<file path="config.mk">
export PLATFORM = sky130hd
export DESIGN_NAME = framed_packet_parser_crc16_top_flat
export DESIGN_NICKNAME = d
export VERILOG_FILES = /design/src/rtl/core/fpp_pkg.sv /design/src/rtl/core/fpp_if.sv /design/src/rtl/core/fpp_datapath.sv /design/src/rtl/core/fpp_ctrl.sv /design/src/rtl/core/framed_packet_parser_crc16_top.sv /design/src/flat_wrapper.sv
export SDC_FILE = /design/constraint.sdc
export NUM_CORES = 1
export LEC_CHECK = 0
export BUFFER_PORTS_ARGS = -buffer_cell sky130_fd_sc_hd__buf_4
export CORE_MARGIN = 10
export CORE_UTILIZATION = 57
export DETAILED_ROUTE_END_ITERATION = 7
export PLACE_DENSITY = 0.72
export SLEW_MARGIN = 20
export SYNTH_ARGS = -nofsm -noshare
export SYNTH_HDL_FRONTEND = slang
export SYNTH_HIERARCHICAL = 1
export SYNTH_SLANG_ARGS = --single-unit
</file>
<file path="constraint.sdc">
create_clock -name clk -period 5.3 [get_ports clk]
set_input_delay 0 -clock clk [delete_from_list [all_inputs] [get_ports clk]]
set_output_delay 0 -clock clk [all_outputs]
set_load 0.01 [all_outputs]
</file>
<file path="src/rtl/core/fpp_pkg.sv">
// shared types, codes and the crc byte update of the framed packet parser
`default_nettype none

package fpp_pkg;

  localparam int MaxPayloadDef = 64;

  localparam logic [1:0] ST_NONE  = 2'd0;
  localparam logic [1:0] ST_DATA  = 2'd1;
  localparam logic [1:0] ST_ERROR = 2'd2;

  localparam logic [1:0] CFG_SYNC_FIRST  = 2'd0;
  localparam logic [1:0] CFG_SYNC_SECOND = 2'd1;
  localparam logic [1:0] CFG_GAP_TIMEOUT = 2'd2;

  localparam logic [15:0] CRC_INIT = 16'hFFFF;
  localparam logic [15:0] CRC_POLY = 16'h1021;

  typedef struct packed {
    logic       take;
    logic       load_dst;
    logic       load_src;
    logic       load_type;
    logic       load_seq;
    logic       load_len;
    logic       crc_init;
    logic       crc_add;
    logic       pay_write;
    logic       load_crclo;
    logic       out_single;
    logic [1:0] single_status;
    logic       emit_start;
    logic       emit_step;
  } fpp_cmd_t;

  typedef struct packed {
    logic sync1_hit;
    logic sync2_hit;
    logic gap_over;
    logic len_over;
    logic byte_zero;
    logic fill_done;
    logic crc_ok;
    logic out_free;
    logic emit_last;
  } fpp_sts_t;

  // msb-first ccitt update, one byte
  function automatic logic [15:0] crc16_byte(input logic [15:0] crc, input logic [7:0] b);
    logic [15:0] c;
    c = crc ^ {b, 8'h00};
    for (int k = 0; k < 8; k++) begin
      c = c[15] ? ((c << 1) ^ CRC_POLY) : (c << 1);
    end
    return c;
  endfunction

endpackage

`default_nettype wire

</file>
<file path="src/rtl/core/fpp_if.sv">
// channel interfaces of the framed packet parser
`default_nettype none

interface fpp_in_if;
  logic        valid;
  logic        ready;
  logic [7:0]  rx_byte;
  logic [31:0] time_ms;
  modport source (output valid, rx_byte, time_ms, input ready);
  modport sink (input valid, rx_byte, time_ms, output ready);
endinterface

interface fpp_out_if;
  logic        valid;
  logic        ready;
  logic [1:0]  status;
  logic [7:0]  dst_addr;
  logic [7:0]  src_addr;
  logic [7:0]  frame_type;
  logic [7:0]  seq_num;
  logic [6:0]  payload_len;
  logic [5:0]  byte_pos;
  logic [7:0]  data_byte;
  logic [15:0] frame_crc;
  logic        last;
  modport source (output valid, status, dst_addr, src_addr, frame_type, seq_num,
                  payload_len, byte_pos, data_byte, frame_crc, last, input ready);
  modport sink (input valid, status, dst_addr, src_addr, frame_type, seq_num,
                payload_len, byte_pos, data_byte, frame_crc, last, output ready);
endinterface

interface fpp_cfg_if;
  logic        valid;
  logic        ready;
  logic [1:0]  index;
  logic [15:0] data;
  modport source (output valid, index, data, input ready);
  modport sink (input valid, index, data, output ready);
endinterface

`default_nettype wire

</file>
<file path="src/rtl/core/fpp_datapath.sv">
// datapath: config registers, header capture, crc, payload memory, result register
`default_nettype none

module fpp_datapath import fpp_pkg::*; #(
  parameter int MAX_PAYLOAD = MaxPayloadDef
) (
  input  wire logic        clk,
  input  wire logic        rst,
  input  wire logic [7:0]  rx_byte,
  input  wire logic [31:0] time_ms,
  input  wire fpp_cmd_t    cmd,
  output fpp_sts_t         sts,
  fpp_cfg_if.sink          cfg,
  fpp_out_if.source        res
);

  localparam int AW = (MAX_PAYLOAD > 1) ? $clog2(MAX_PAYLOAD) : 1;
  localparam logic [7:0] MaxLen = 8'(MAX_PAYLOAD);

  logic [7:0]  sync_first;
  logic [7:0]  sync_second;
  logic [15:0] gap_timeout;
  logic [31:0] prev_time;
  logic [31:0] gap;
  logic [7:0]  byte_q;
  logic        gap_over;
  logic [7:0]  hdr_dst;
  logic [7:0]  hdr_src;
  logic [7:0]  hdr_type;
  logic [7:0]  hdr_seq;
  logic [6:0]  hdr_len;
  logic [6:0]  fill_count;
  logic [7:0]  crc_lo;
  logic [15:0] running_crc;
  logic [15:0] frame_crc;
  logic [5:0]  emit_idx;
  logic [5:0]  next_idx;
  logic [6:0]  last_idx;
  logic [7:0]  mem [MAX_PAYLOAD];
  logic [7:0]  mem_q;
  logic        rd_en;
  logic [AW-1:0] rd_addr;

  logic        out_valid;
  logic [1:0]  out_status;
  logic [7:0]  out_dst;
  logic [7:0]  out_src;
  logic [7:0]  out_type;
  logic [7:0]  out_seq;
  logic [6:0]  out_len;
  logic [5:0]  out_pos;
  logic [7:0]  out_data;
  logic [15:0] out_crc;
  logic        out_last;

  assign cfg.ready = 1'b1;

  always_ff @(posedge clk) begin
    if (rst) begin
      sync_first  <= 8'hAA;
      sync_second <= 8'h55;
      gap_timeout <= 16'd100;
    end else if (cfg.valid) begin
      unique case (cfg.index)
        CFG_SYNC_FIRST:  sync_first  <= cfg.data[7:0];
        CFG_SYNC_SECOND: sync_second <= cfg.data[7:0];
        CFG_GAP_TIMEOUT: gap_timeout <= cfg.data;
        default: ;
      endcase
    end
  end

  assign gap = time_ms - prev_time;

  always_ff @(posedge clk) begin
    if (rst) begin
      prev_time <= '0;
    end else if (cmd.take) begin
      prev_time <= time_ms;
    end
  end

  always_ff @(posedge clk) begin
    if (cmd.take) begin
      byte_q   <= rx_byte;
      gap_over <= gap > {16'h0000, gap_timeout};
    end
  end

  // header, crc and frame bookkeeping
  always_ff @(posedge clk) begin
    if (cmd.load_dst)   hdr_dst  <= byte_q;
    if (cmd.load_src)   hdr_src  <= byte_q;
    if (cmd.load_type)  hdr_type <= byte_q;
    if (cmd.load_seq)   hdr_seq  <= byte_q;
    if (cmd.load_crclo) crc_lo   <= byte_q;
    if (cmd.load_len) begin
      hdr_len    <= byte_q[6:0];
      fill_count <= '0;
    end else if (cmd.pay_write) begin
      fill_count <= fill_count + 7'd1;
    end
    if (cmd.crc_init) begin
      running_crc <= CRC_INIT;
    end else if (cmd.crc_add) begin
      running_crc <= crc16_byte(running_crc, byte_q);
    end
    if (cmd.emit_start) begin
      emit_idx  <= '0;
      frame_crc <= {byte_q, crc_lo};
    end else if (cmd.emit_step) begin
      emit_idx <= next_idx;
    end
  end

  // payload store
  assign next_idx = emit_idx + 6'd1;
  assign rd_en    = cmd.emit_start || (cmd.emit_step && !sts.emit_last);
  assign rd_addr  = cmd.emit_start ? '0 : next_idx[AW-1:0];

  always_ff @(posedge clk) begin
    if (cmd.pay_write) begin
      mem[fill_count[AW-1:0]] <= byte_q;
    end
  end

  always_ff @(posedge clk) begin
    if (rd_en) begin
      mem_q <= mem[rd_addr];
    end
  end

  assign last_idx = (hdr_len == 7'd0) ? 7'd0 : hdr_len - 7'd1;

  always_comb begin
    sts.sync1_hit = byte_q == sync_first;
    sts.sync2_hit = byte_q == sync_second;
    sts.gap_over  = gap_over;
    sts.len_over  = byte_q > MaxLen;
    sts.byte_zero = byte_q == 8'h00;
    sts.fill_done = (fill_count + 7'd1) >= hdr_len;
    sts.crc_ok    = {byte_q, crc_lo} == running_crc;
    sts.out_free  = !out_valid || res.ready;
    sts.emit_last = {1'b0, emit_idx} == last_idx;
  end

  // result register
  always_ff @(posedge clk) begin
    if (rst) begin
      out_valid <= 1'b0;
    end else if (cmd.out_single || cmd.emit_step) begin
      out_valid <= 1'b1;
    end else if (res.ready) begin
      out_valid <= 1'b0;
    end
  end

  always_ff @(posedge clk) begin
    if (cmd.out_single) begin
      out_status <= cmd.single_status;
      out_dst    <= '0;
      out_src    <= '0;
      out_type   <= '0;
      out_seq    <= '0;
      out_len    <= '0;
      out_pos    <= '0;
      out_data   <= '0;
      out_crc    <= '0;
      out_last   <= 1'b1;
    end else if (cmd.emit_step) begin
      out_status <= ST_DATA;
      out_dst    <= hdr_dst;
      out_src    <= hdr_src;
      out_type   <= hdr_type;
      out_seq    <= hdr_seq;
      out_len    <= hdr_len;
      out_pos    <= emit_idx;
      out_data   <= (hdr_len == 7'd0) ? 8'h00 : mem_q;
      out_crc    <= frame_crc;
      out_last   <= sts.emit_last;
    end
  end

  assign res.valid       = out_valid;
  assign res.status      = out_status;
  assign res.dst_addr    = out_dst;
  assign res.src_addr    = out_src;
  assign res.frame_type  = out_type;
  assign res.seq_num     = out_seq;
  assign res.payload_len = out_len;
  assign res.byte_pos    = out_pos;
  assign res.data_byte   = out_data;
  assign res.frame_crc   = out_crc;
  assign res.last        = out_last;

endmodule

`default_nettype wire

</file>
<file path="src/rtl/core/fpp_ctrl.sv">
// controller: frame parse phase and word sequencing
`default_nettype none

module fpp_ctrl import fpp_pkg::*; (
  input  wire logic     clk,
  input  wire logic     rst,
  input  wire logic     in_valid,
  output logic          in_ready,
  input  wire fpp_sts_t sts,
  output fpp_cmd_t      cmd
);

  localparam logic [1:0] SQ_IDLE = 2'd0;
  localparam logic [1:0] SQ_PROC = 2'd1;
  localparam logic [1:0] SQ_EMIT = 2'd2;

  localparam logic [3:0] PH_SYNC1   = 4'd0;
  localparam logic [3:0] PH_SYNC2   = 4'd1;
  localparam logic [3:0] PH_DST     = 4'd2;
  localparam logic [3:0] PH_SRC     = 4'd3;
  localparam logic [3:0] PH_TYPE    = 4'd4;
  localparam logic [3:0] PH_SEQ     = 4'd5;
  localparam logic [3:0] PH_LEN     = 4'd6;
  localparam logic [3:0] PH_PAYLOAD = 4'd7;
  localparam logic [3:0] PH_CRCLO   = 4'd8;
  localparam logic [3:0] PH_CRCHI   = 4'd9;

  logic [1:0] seq;
  logic [1:0] seq_next;
  logic [3:0] phase;
  logic [3:0] phase_next;
  logic [3:0] eff_phase;

  assign in_ready  = seq == SQ_IDLE;
  // gap timeout restarts the hunt before the word is handled
  assign eff_phase = (phase != PH_SYNC1 && sts.gap_over) ? PH_SYNC1 : phase;

  always_comb begin
    cmd           = '0;
    cmd.take      = in_valid && in_ready;
    seq_next      = seq;
    phase_next    = phase;
    unique case (seq)
      SQ_IDLE: begin
        if (in_valid) seq_next = SQ_PROC;
      end
      SQ_PROC: begin
        if (sts.out_free) begin
          seq_next          = SQ_IDLE;
          cmd.out_single    = 1'b1;
          cmd.single_status = ST_NONE;
          unique case (eff_phase)
            PH_SYNC1: begin
              phase_next = sts.sync1_hit ? PH_SYNC2 : PH_SYNC1;
            end
            PH_SYNC2: begin
              priority if (sts.sync2_hit) begin
                phase_next   = PH_DST;
                cmd.crc_init = 1'b1;
              end else if (!sts.sync1_hit) begin
                phase_next = PH_SYNC1;
              end else begin
                phase_next = PH_SYNC2;
              end
            end
            PH_DST: begin
              cmd.load_dst = 1'b1;
              cmd.crc_add  = 1'b1;
              phase_next   = PH_SRC;
            end
            PH_SRC: begin
              cmd.load_src = 1'b1;
              cmd.crc_add  = 1'b1;
              phase_next   = PH_TYPE;
            end
            PH_TYPE: begin
              cmd.load_type = 1'b1;
              cmd.crc_add   = 1'b1;
              phase_next    = PH_SEQ;
            end
            PH_SEQ: begin
              cmd.load_seq = 1'b1;
              cmd.crc_add  = 1'b1;
              phase_next   = PH_LEN;
            end
            PH_LEN: begin
              if (sts.len_over) begin
                cmd.single_status = ST_ERROR;
                phase_next        = PH_SYNC1;
              end else begin
                cmd.load_len = 1'b1;
                cmd.crc_add  = 1'b1;
                phase_next   = sts.byte_zero ? PH_CRCLO : PH_PAYLOAD;
              end
            end
            PH_PAYLOAD: begin
              cmd.pay_write = 1'b1;
              cmd.crc_add   = 1'b1;
              phase_next    = sts.fill_done ? PH_CRCLO : PH_PAYLOAD;
            end
            PH_CRCLO: begin
              cmd.load_crclo = 1'b1;
              phase_next     = PH_CRCHI;
            end
            PH_CRCHI: begin
              phase_next = PH_SYNC1;
              if (sts.crc_ok) begin
                cmd.out_single = 1'b0;
                cmd.emit_start = 1'b1;
                seq_next       = SQ_EMIT;
              end else begin
                cmd.single_status = ST_ERROR;
              end
            end
            default: begin
              phase_next = PH_SYNC1;
            end
          endcase
        end
      end
      SQ_EMIT: begin
        if (sts.out_free) begin
          cmd.emit_step = 1'b1;
          if (sts.emit_last) seq_next = SQ_IDLE;
        end
      end
      default: begin
        seq_next = SQ_IDLE;
      end
    endcase
  end

  always_ff @(posedge clk) begin
    if (rst) begin
      seq   <= SQ_IDLE;
      phase <= PH_SYNC1;
    end else begin
      seq   <= seq_next;
      phase <= phase_next;
    end
  end

  a_take_to_proc: assert property (@(posedge clk) disable iff (rst)
    (in_valid && in_ready) |=> (seq == SQ_PROC))
    else $error("accepted word not processed next cycle");

  a_one_writer: assert property (@(posedge clk) disable iff (rst)
    !(cmd.out_single && cmd.emit_step))
    else $error("result register written twice in one cycle");

  a_emit_idle_phase: assert property (@(posedge clk) disable iff (rst)
    (seq == SQ_EMIT) |-> (phase == PH_SYNC1))
    else $error("frame emission while parse is in progress");

  a_emit_after_start: assert property (@(posedge clk) disable iff (rst)
    cmd.emit_start |=> (seq == SQ_EMIT))
    else $error("emission start not followed by emission");

endmodule

`default_nettype wire

</file>
<file path="src/rtl/core/framed_packet_parser_crc16_top.sv">
// top level of the sync-framed packet parser with crc-16 check
// each accepted word is captured, then handled in the proc state, which loads
//   the result register; a good frame's payload results come from the payload
//   memory through its single read port and are loaded in the emit state
// no new word is accepted until the last is handled; a good frame's final word
//   yields one result per payload byte (one for an empty frame), issued in turn
// reset: synchronous, restores config defaults and the hunt for the first sync
`default_nettype none

module framed_packet_parser_crc16_top import fpp_pkg::*; #(
  parameter int MAX_PAYLOAD = MaxPayloadDef
) (
  input wire logic  clk,
  input wire logic  rst,
  fpp_in_if.sink    rx,
  fpp_out_if.source res,
  fpp_cfg_if.sink   cfg
);

  fpp_cmd_t cmd;
  fpp_sts_t sts;
  logic     in_ready;

  assign rx.ready = in_ready;

  fpp_ctrl u_ctrl (
    .clk      (clk),
    .rst      (rst),
    .in_valid (rx.valid),
    .in_ready (in_ready),
    .sts      (sts),
    .cmd      (cmd)
  );

  fpp_datapath #(
    .MAX_PAYLOAD (MAX_PAYLOAD)
  ) u_datapath (
    .clk     (clk),
    .rst     (rst),
    .rx_byte (rx.rx_byte),
    .time_ms (rx.time_ms),
    .cmd     (cmd),
    .sts     (sts),
    .cfg     (cfg),
    .res     (res)
  );

endmodule

`default_nettype wire
</file>
<file path="src/flat_wrapper.sv">
// flat-port wrapper written by rule: the top's interface ports become plain ports
module framed_packet_parser_crc16_top_flat import fpp_pkg::*;
#(
  parameter int MAX_PAYLOAD = MaxPayloadDef
)
  (clk, rst, rx_valid, rx_rx_byte, rx_time_ms, rx_ready, res_valid, res_status, res_dst_addr, res_src_addr, res_frame_type, res_seq_num, res_payload_len, res_byte_pos, res_data_byte, res_frame_crc, res_last, res_ready, cfg_valid, cfg_index, cfg_data, cfg_ready);
  fpp_in_if rx_i ();
  fpp_out_if res_i ();
  fpp_cfg_if cfg_i ();
  input wire logic clk;
  input wire logic rst;
  input wire logic [$bits(rx_i.valid)-1:0] rx_valid;
  input wire logic [$bits(rx_i.rx_byte)-1:0] rx_rx_byte;
  input wire logic [$bits(rx_i.time_ms)-1:0] rx_time_ms;
  output wire logic [$bits(rx_i.ready)-1:0] rx_ready;
  output wire logic [$bits(res_i.valid)-1:0] res_valid;
  output wire logic [$bits(res_i.status)-1:0] res_status;
  output wire logic [$bits(res_i.dst_addr)-1:0] res_dst_addr;
  output wire logic [$bits(res_i.src_addr)-1:0] res_src_addr;
  output wire logic [$bits(res_i.frame_type)-1:0] res_frame_type;
  output wire logic [$bits(res_i.seq_num)-1:0] res_seq_num;
  output wire logic [$bits(res_i.payload_len)-1:0] res_payload_len;
  output wire logic [$bits(res_i.byte_pos)-1:0] res_byte_pos;
  output wire logic [$bits(res_i.data_byte)-1:0] res_data_byte;
  output wire logic [$bits(res_i.frame_crc)-1:0] res_frame_crc;
  output wire logic [$bits(res_i.last)-1:0] res_last;
  input wire logic [$bits(res_i.ready)-1:0] res_ready;
  input wire logic [$bits(cfg_i.valid)-1:0] cfg_valid;
  input wire logic [$bits(cfg_i.index)-1:0] cfg_index;
  input wire logic [$bits(cfg_i.data)-1:0] cfg_data;
  output wire logic [$bits(cfg_i.ready)-1:0] cfg_ready;
  assign rx_i.valid = rx_valid;
  assign rx_i.rx_byte = rx_rx_byte;
  assign rx_i.time_ms = rx_time_ms;
  assign rx_ready = rx_i.ready;
  assign res_valid = res_i.valid;
  assign res_status = res_i.status;
  assign res_dst_addr = res_i.dst_addr;
  assign res_src_addr = res_i.src_addr;
  assign res_frame_type = res_i.frame_type;
  assign res_seq_num = res_i.seq_num;
  assign res_payload_len = res_i.payload_len;
  assign res_byte_pos = res_i.byte_pos;
  assign res_data_byte = res_i.data_byte;
  assign res_frame_crc = res_i.frame_crc;
  assign res_last = res_i.last;
  assign res_i.ready = res_ready;
  assign cfg_i.valid = cfg_valid;
  assign cfg_i.index = cfg_index;
  assign cfg_i.data = cfg_data;
  assign cfg_ready = cfg_i.ready;
  framed_packet_parser_crc16_top #(.MAX_PAYLOAD(MAX_PAYLOAD)) u_core (.clk(clk), .rst(rst), .rx(rx_i), .res(res_i), .cfg(cfg_i));
endmodule
</file>
# Word level (Yosys, flattened, before mapping)
# Memories as Yosys holds them, arrays and structs flattened. A register that Yosys moved wholly into a read port is not among the register bits.
# Cells that the tools add are included.
# totals
register_bits	244
mem_bits_rw	512
input_bits	63
output_inout_bits	75
wordCells	142
n_memories	1
# classes
n_addsub	4
magnitude_cmp	3
n_eq_ne	21
mux	53
bitwise	9
n_reduce_logical	22
# memory_table
name	words	word_bits	rd	rd_clocked_by_memory_dff	write_ports	line_no	rtl
u_core.u_datapath.mem	64	8	1	1	1	fpp_datapath.sv:39	logic [7:0] mem [MAX_PAYLOAD];
# ops
operator	n
$mux 13	10
$pmux 4 s9	1
$gt 32x16->1	1
$sub 32x32->32	1
$not 3->3	8
$mux 1	21
$mux 2	10
$mux 4	5
$eq 16x16->1	1
$eq 4x3->1 const B	4
$eq 8x8->1	2
$xor 16x16->16	1
$eq 4x2->1 const B	2
$eq 4x4->1 const B	2
$gt 8x7->1 const B	1
$logic_not 8->1	1
$mux 8	1
$reduce_and 2->1	4
$add 7x1->7 const B	1
$eq 6x7->1	1
$ge 7x7->1	1
$logic_not 7->1	1
$mux 7	1
$sub 7x1->7 const B	1
other kinds (19)	30

# Logic depth before layout (Yosys ltp)
# logic_depth
depth_word	17
depth_mapped	20
mapped_depth_nobuf	20

# By module
# The synthesis kept the hierarchy.
# modules_own_cells
mod	n_inst	cells_each	area_per_inst_um2	seq_area_each_um2
fpp_datapath	1	2439	31961.9	21120.3
fpp_ctrl	1	79	575.6	120.1

# Least setup slack after synthesis
# Ideal clock, no wire load.
# synth_path
kind	register -> register
from	register u_core.u_datapath.byte_q[6]
to	register u_core.u_datapath.mem_q[3], read port of u_core.u_datapath.mem (data pin)
setup_ps	270
t_arrival_ps	4360
required_time_ps	5030
setup_slack_ps	669
path_stages_with_launch	18
n_path_buf	5
period_less_slack_ps	4631
cell_sequence	edfxtp_1 > clkbuf_1 > xnor2_1 > nand4_1 > nor3_1 > nand3_1 > inv_1 > or2_1 > clkbuf_1 > buf_4 > buf_4 > buf_2 > mux2i_1 > o21ai_0 > a211oi_1 > a21oi_1 > a211oi_1 > a21oi_1
# synth_rtl
element	line_no	rtl
start, declared	fpp_datapath.sv:25	logic [7:0] byte_q;
start signal, assigned	fpp_datapath.sv:85	byte_q <= rx_byte;
end, declared	fpp_datapath.sv:40	logic [7:0] mem_q;

==> results.json <==
{
  "outcome": "complete, no violations",
  "routabilityCongestion": 0.880,
  "synth_top_area_cell": "edfxtp_1",
  "vdd.ir_drop.worst_mv": 0.239,
  "yosysMostFrequentCell": "edfxtp_1",
  "cts_tree": "yes",
  "timing.final.crit_period_ns": 4.61,
  "hold_path_end": "u_core/u_datapath/sync_first[2]",
  "seq_area_frac_synth_pct": 65.3,
  "grt_pass1_vias": 20700,
  "hold_violations": 0,
  "worstReg2RegStart": "u_core/u_datapath/crc_lo[5]",
  "switching_share_pct": 21.2,
  "clock_power_share_pct": 42.3,
  "worstPathArrival_ns": 4.95,
  "wl_met2_um": 38700,
  "setup_viol_count_final": 0,
  "hold_ws_ns": 0.0830,
  "yosys.cell_types.count": 85,
  "grt_first_pass_wirelength_um": 123000,
  "synth_top_family_by_area": "simple AND/OR/NAND/NOR gates",
  "die_w_um": 259,
  "async_flop_share_pct": 0,
  "area_growth_pct": 14.7,
  "synthesis.nets": 2639,
  "power_leakage_nw": 12.7,
  "grt_max_degree": 113,
  "fin_skew_ns": 0.0245,
  "cp_max_fo": 28,
  "synth_fa_ha_area_share_pct": 2.25,
  "critPathCaptureType": "flop",
  "core_mm2": 0.0565,
  "drv_cap": 0,
  "die_y_um": 259,
  "switchingPower_w": 0.00263,
  "ios": 138,
  "post-route-period-util_pct": 86.9,
  "grt_use_total_pct": 23.4,
  "rows": 87,
  "dr.first_iter.drc_count": 2380,
  "synth_edf_count": 594,
  "synth_compound_area_share_pct": 9.58,
  "fmax_ghz": 0.217,
  "synth_simple_gate_area_share_pct": 9.99,
  "synth_seq_cells": 764,
  "synth_mux_area_share_pct": 7.36,
  "start_kind": "flop",
  "clock_latency_ns": 0.62,
  "drc": 0,
  "critical_path_class": "reg -> reg",
  "top_layer": "met4",
  "min_path_cells": 5,
  "clockBufferDepth": 3,
  "path_clk_slew_ns": 0.06,
  "seq_power_share_pct": 52.3,
  "reg2reg_to": "u_core/u_datapath/mem_q[1]",
  "synth_top_area_share_pct": 54.8,
  "hold_start": "cfg_valid",
  "drt_first_pass_iters": 7,
  "ys_top_cells_by_count": "edfxtp_1, nand2_1, nor2_1",
  "viasPerCell": 6.05,
  "worst_pin_slew_ns": 1.12,
  "detail-route-antenna-nets": 0,
  "dieArea_mm2": 0.0670,
  "synthTopCellsByArea": "edfxtp_1, dfxtp_1, mux2i_1",
  "cts_root_buffer": "clkbuf_16",
  "wirelength_um": 80200,
  "fin_tns_setup_ns": 0,
  "wl_met3_um": 6220,
  "r2r_setup_slack_ns": 0.69,
  "postCtsSetupBuffers": 0,
  "ys_warn_count": 6,
  "cp.required_ns": 5.64,
  "avgSynthCellArea_um2": 12.9,
  "slew_violations": 0,
  "overflow": 0,
  "combPwrFrac_pct": 5.3,
  "io_buffers": 136,
  "route.vias.total": 21100,
  "wire_per_inst_um": 23.0,
  "hpwl_um": 49100,
  "syn_inst": 2518,
  "antenna_found_initial": 2,
  "synth-xor-area-share_pct": 2.52,
  "synth_ff_type": "edfxtp_1",
  "slew_headroom_pct": 24.9,
  "power-per-cell-area_mw_per_mm2": 333,
  "nets": 2796,
  "m1WireLength_um": 33000,
  "reg2reg_depth": 14,
  "worstHoldPathType": "in -> reg",
  "cts_max_level": 3,
  "p_int_w": 0.00979,
  "syn-cell-area_mm2": 0.0325,
  "fillers": 3992,
  "post_route_cells_drive_above_1_share_pct": 13.5,
  "grt_setup_unrepaired": "false",
  "clock_sinks": 764,
  "start_util_pct": 57.6,
  "numCtsBuffers": 76
}
[what timing repair did]
action / in CTS / in global routing
endpoints found under the hold margin: 77 / 0
gates resized for setup: 0 / 0
hold buffers: 65 / 0
[per-stage QoR]
step	power, W	utilization, %	instances	area (um^2)	setup slack [ns]
finish	0.0124	66.1	3490	37300	0.693
global placement	0.00722	60.6	3287	34200	0.868
detailed placement	0.00724	60.6	3288	34200	0.816
CTS	0.0125	66.1	3488	37300	0.815
global route	0.0128	66.1	3490	37300	0.203
floorplan	0.00704	-	2518	32500	0.669
[worst max-delay path, stage by stage (launching register included)]
cell and delay, ns:
edfxtp_1 0.40, xor2_1 0.16, nor4_1 0.35, nand4_1 0.14, nor3_1 0.52, nand3_1 0.22
inv_1 0.19, or2_4 0.38, buf_4 0.42, mux2i_1 0.23, o21ai_0 0.16, a21oi_1 0.29
a21oi_1 0.15, a211oi_1 0.64, a21oi_1 0.08
[cell families (layout without fill, tap and decap cells)]
logic type      count (synthesis)  count (layout)
compound gates                452             452
xor+xnor                       92              92
fa+ha+maj                      58              58
buf+inv                       236             450
flops                         764             764
mux                           199             199
other cells                     2               4
simple gates                  715             715
[final cells by class]
class	count	area [um^2]	share of cell area [%]
flip-flops and latches	764	21200	56.9
well taps	756	946	2.53
repair buffers	237	2000	5.35
clock buffers	91	2000	5.36
inverters	78	293	0.784
diodes	2	5.00	0.0134
multi-input cells	1518	10400	27.9
clock inverters	44	428	1.15
[state kept, by name, indices dropped and copies added, names as in the netlist, 7 cells and up]
register and flops:
u_core/u_datapath/mem 512, u_core/u_datapath/prev_time 32, u_core/u_datapath/frame_crc 16, u_core/u_datapath/gap_timeout 16, u_core/u_datapath/res.frame_crc 16, u_core/u_datapath/running_crc 16, u_core/u_datapath/byte_q 8, u_core/u_datapath/crc_lo 8
u_core/u_datapath/hdr_dst 8, u_core/u_datapath/hdr_seq 8, u_core/u_datapath/hdr_src 8, u_core/u_datapath/hdr_type 8, u_core/u_datapath/mem_q 8, u_core/u_datapath/res.data_byte 8, u_core/u_datapath/res.dst_addr 8, u_core/u_datapath/res.frame_type 8
u_core/u_datapath/res.seq_num 8, u_core/u_datapath/res.src_addr 8, u_core/u_datapath/sync_first 8, u_core/u_datapath/sync_second 8, u_core/u_datapath/fill_count 7, u_core/u_datapath/hdr_len 7, u_core/u_datapath/res.payload_len 7
[power by group through the flow]
stage	logic [W]	clock network (W)	registers (W)
3_3_place_gp	0.000592	0	0.00663
5_1_grt	0.000726	0.00559	0.00650
6_report	0.000661	0.00526	0.00650
2_1_floorplan	0.000380	0	0.00666
3_5_place_dp	0.000607	0	0.00663
4_1_cts	0.000650	0.00533	0.00650
[cell usage in the layout, fill, tap and decap left out, drive strengths merged, types with 20 or more instances in the layout]
cell type    count
nand4           21
nor2           245
xnor2           57
a311oi          59
mux4            32
dlygate4sd3     65
a31oi           20
a211oi          70
dfxtp          170
inv             81
o21ai           61
a21oi          117
edfxtp         594
mux2i          164
nand2          248
nand3           53
buf            172
clkbuf          91
clkinv          30
nor2b           54
xor2            35
o221ai          34
ha              57
[how the worst max path moves through the flow]
stage,from,to,slack (ns),cells past startpoint
after floorplan,u_core/u_datapath/byte_q[6],u_core/u_datapath/mem_q[3],0.67,17
after global placement,u_core/u_datapath/crc_lo[5],u_core/u_datapath/mem_q[3],0.87,14
after detailed placement,u_core/u_datapath/crc_lo[5],u_core/u_datapath/mem_q[3],0.82,14
after CTS,u_core/u_datapath/crc_lo[5],u_core/u_datapath/mem_q[3],0.82,14
after global routing,u_core/u_datapath/prev_time[1],u_core/u_datapath/gap_over,0.20,20
final,u_core/u_datapath/crc_lo[5],u_core/u_datapath/mem_q[1],0.69,14
[layer usage]
layer  global-route usage, %  up-vias
met5                       0        -
met1                    31.2    10400
met4                    8.45        0
met3                    3.81      152
li1                        -     9682
met2                    38.5      882
(Power assumes the default switching activity.)
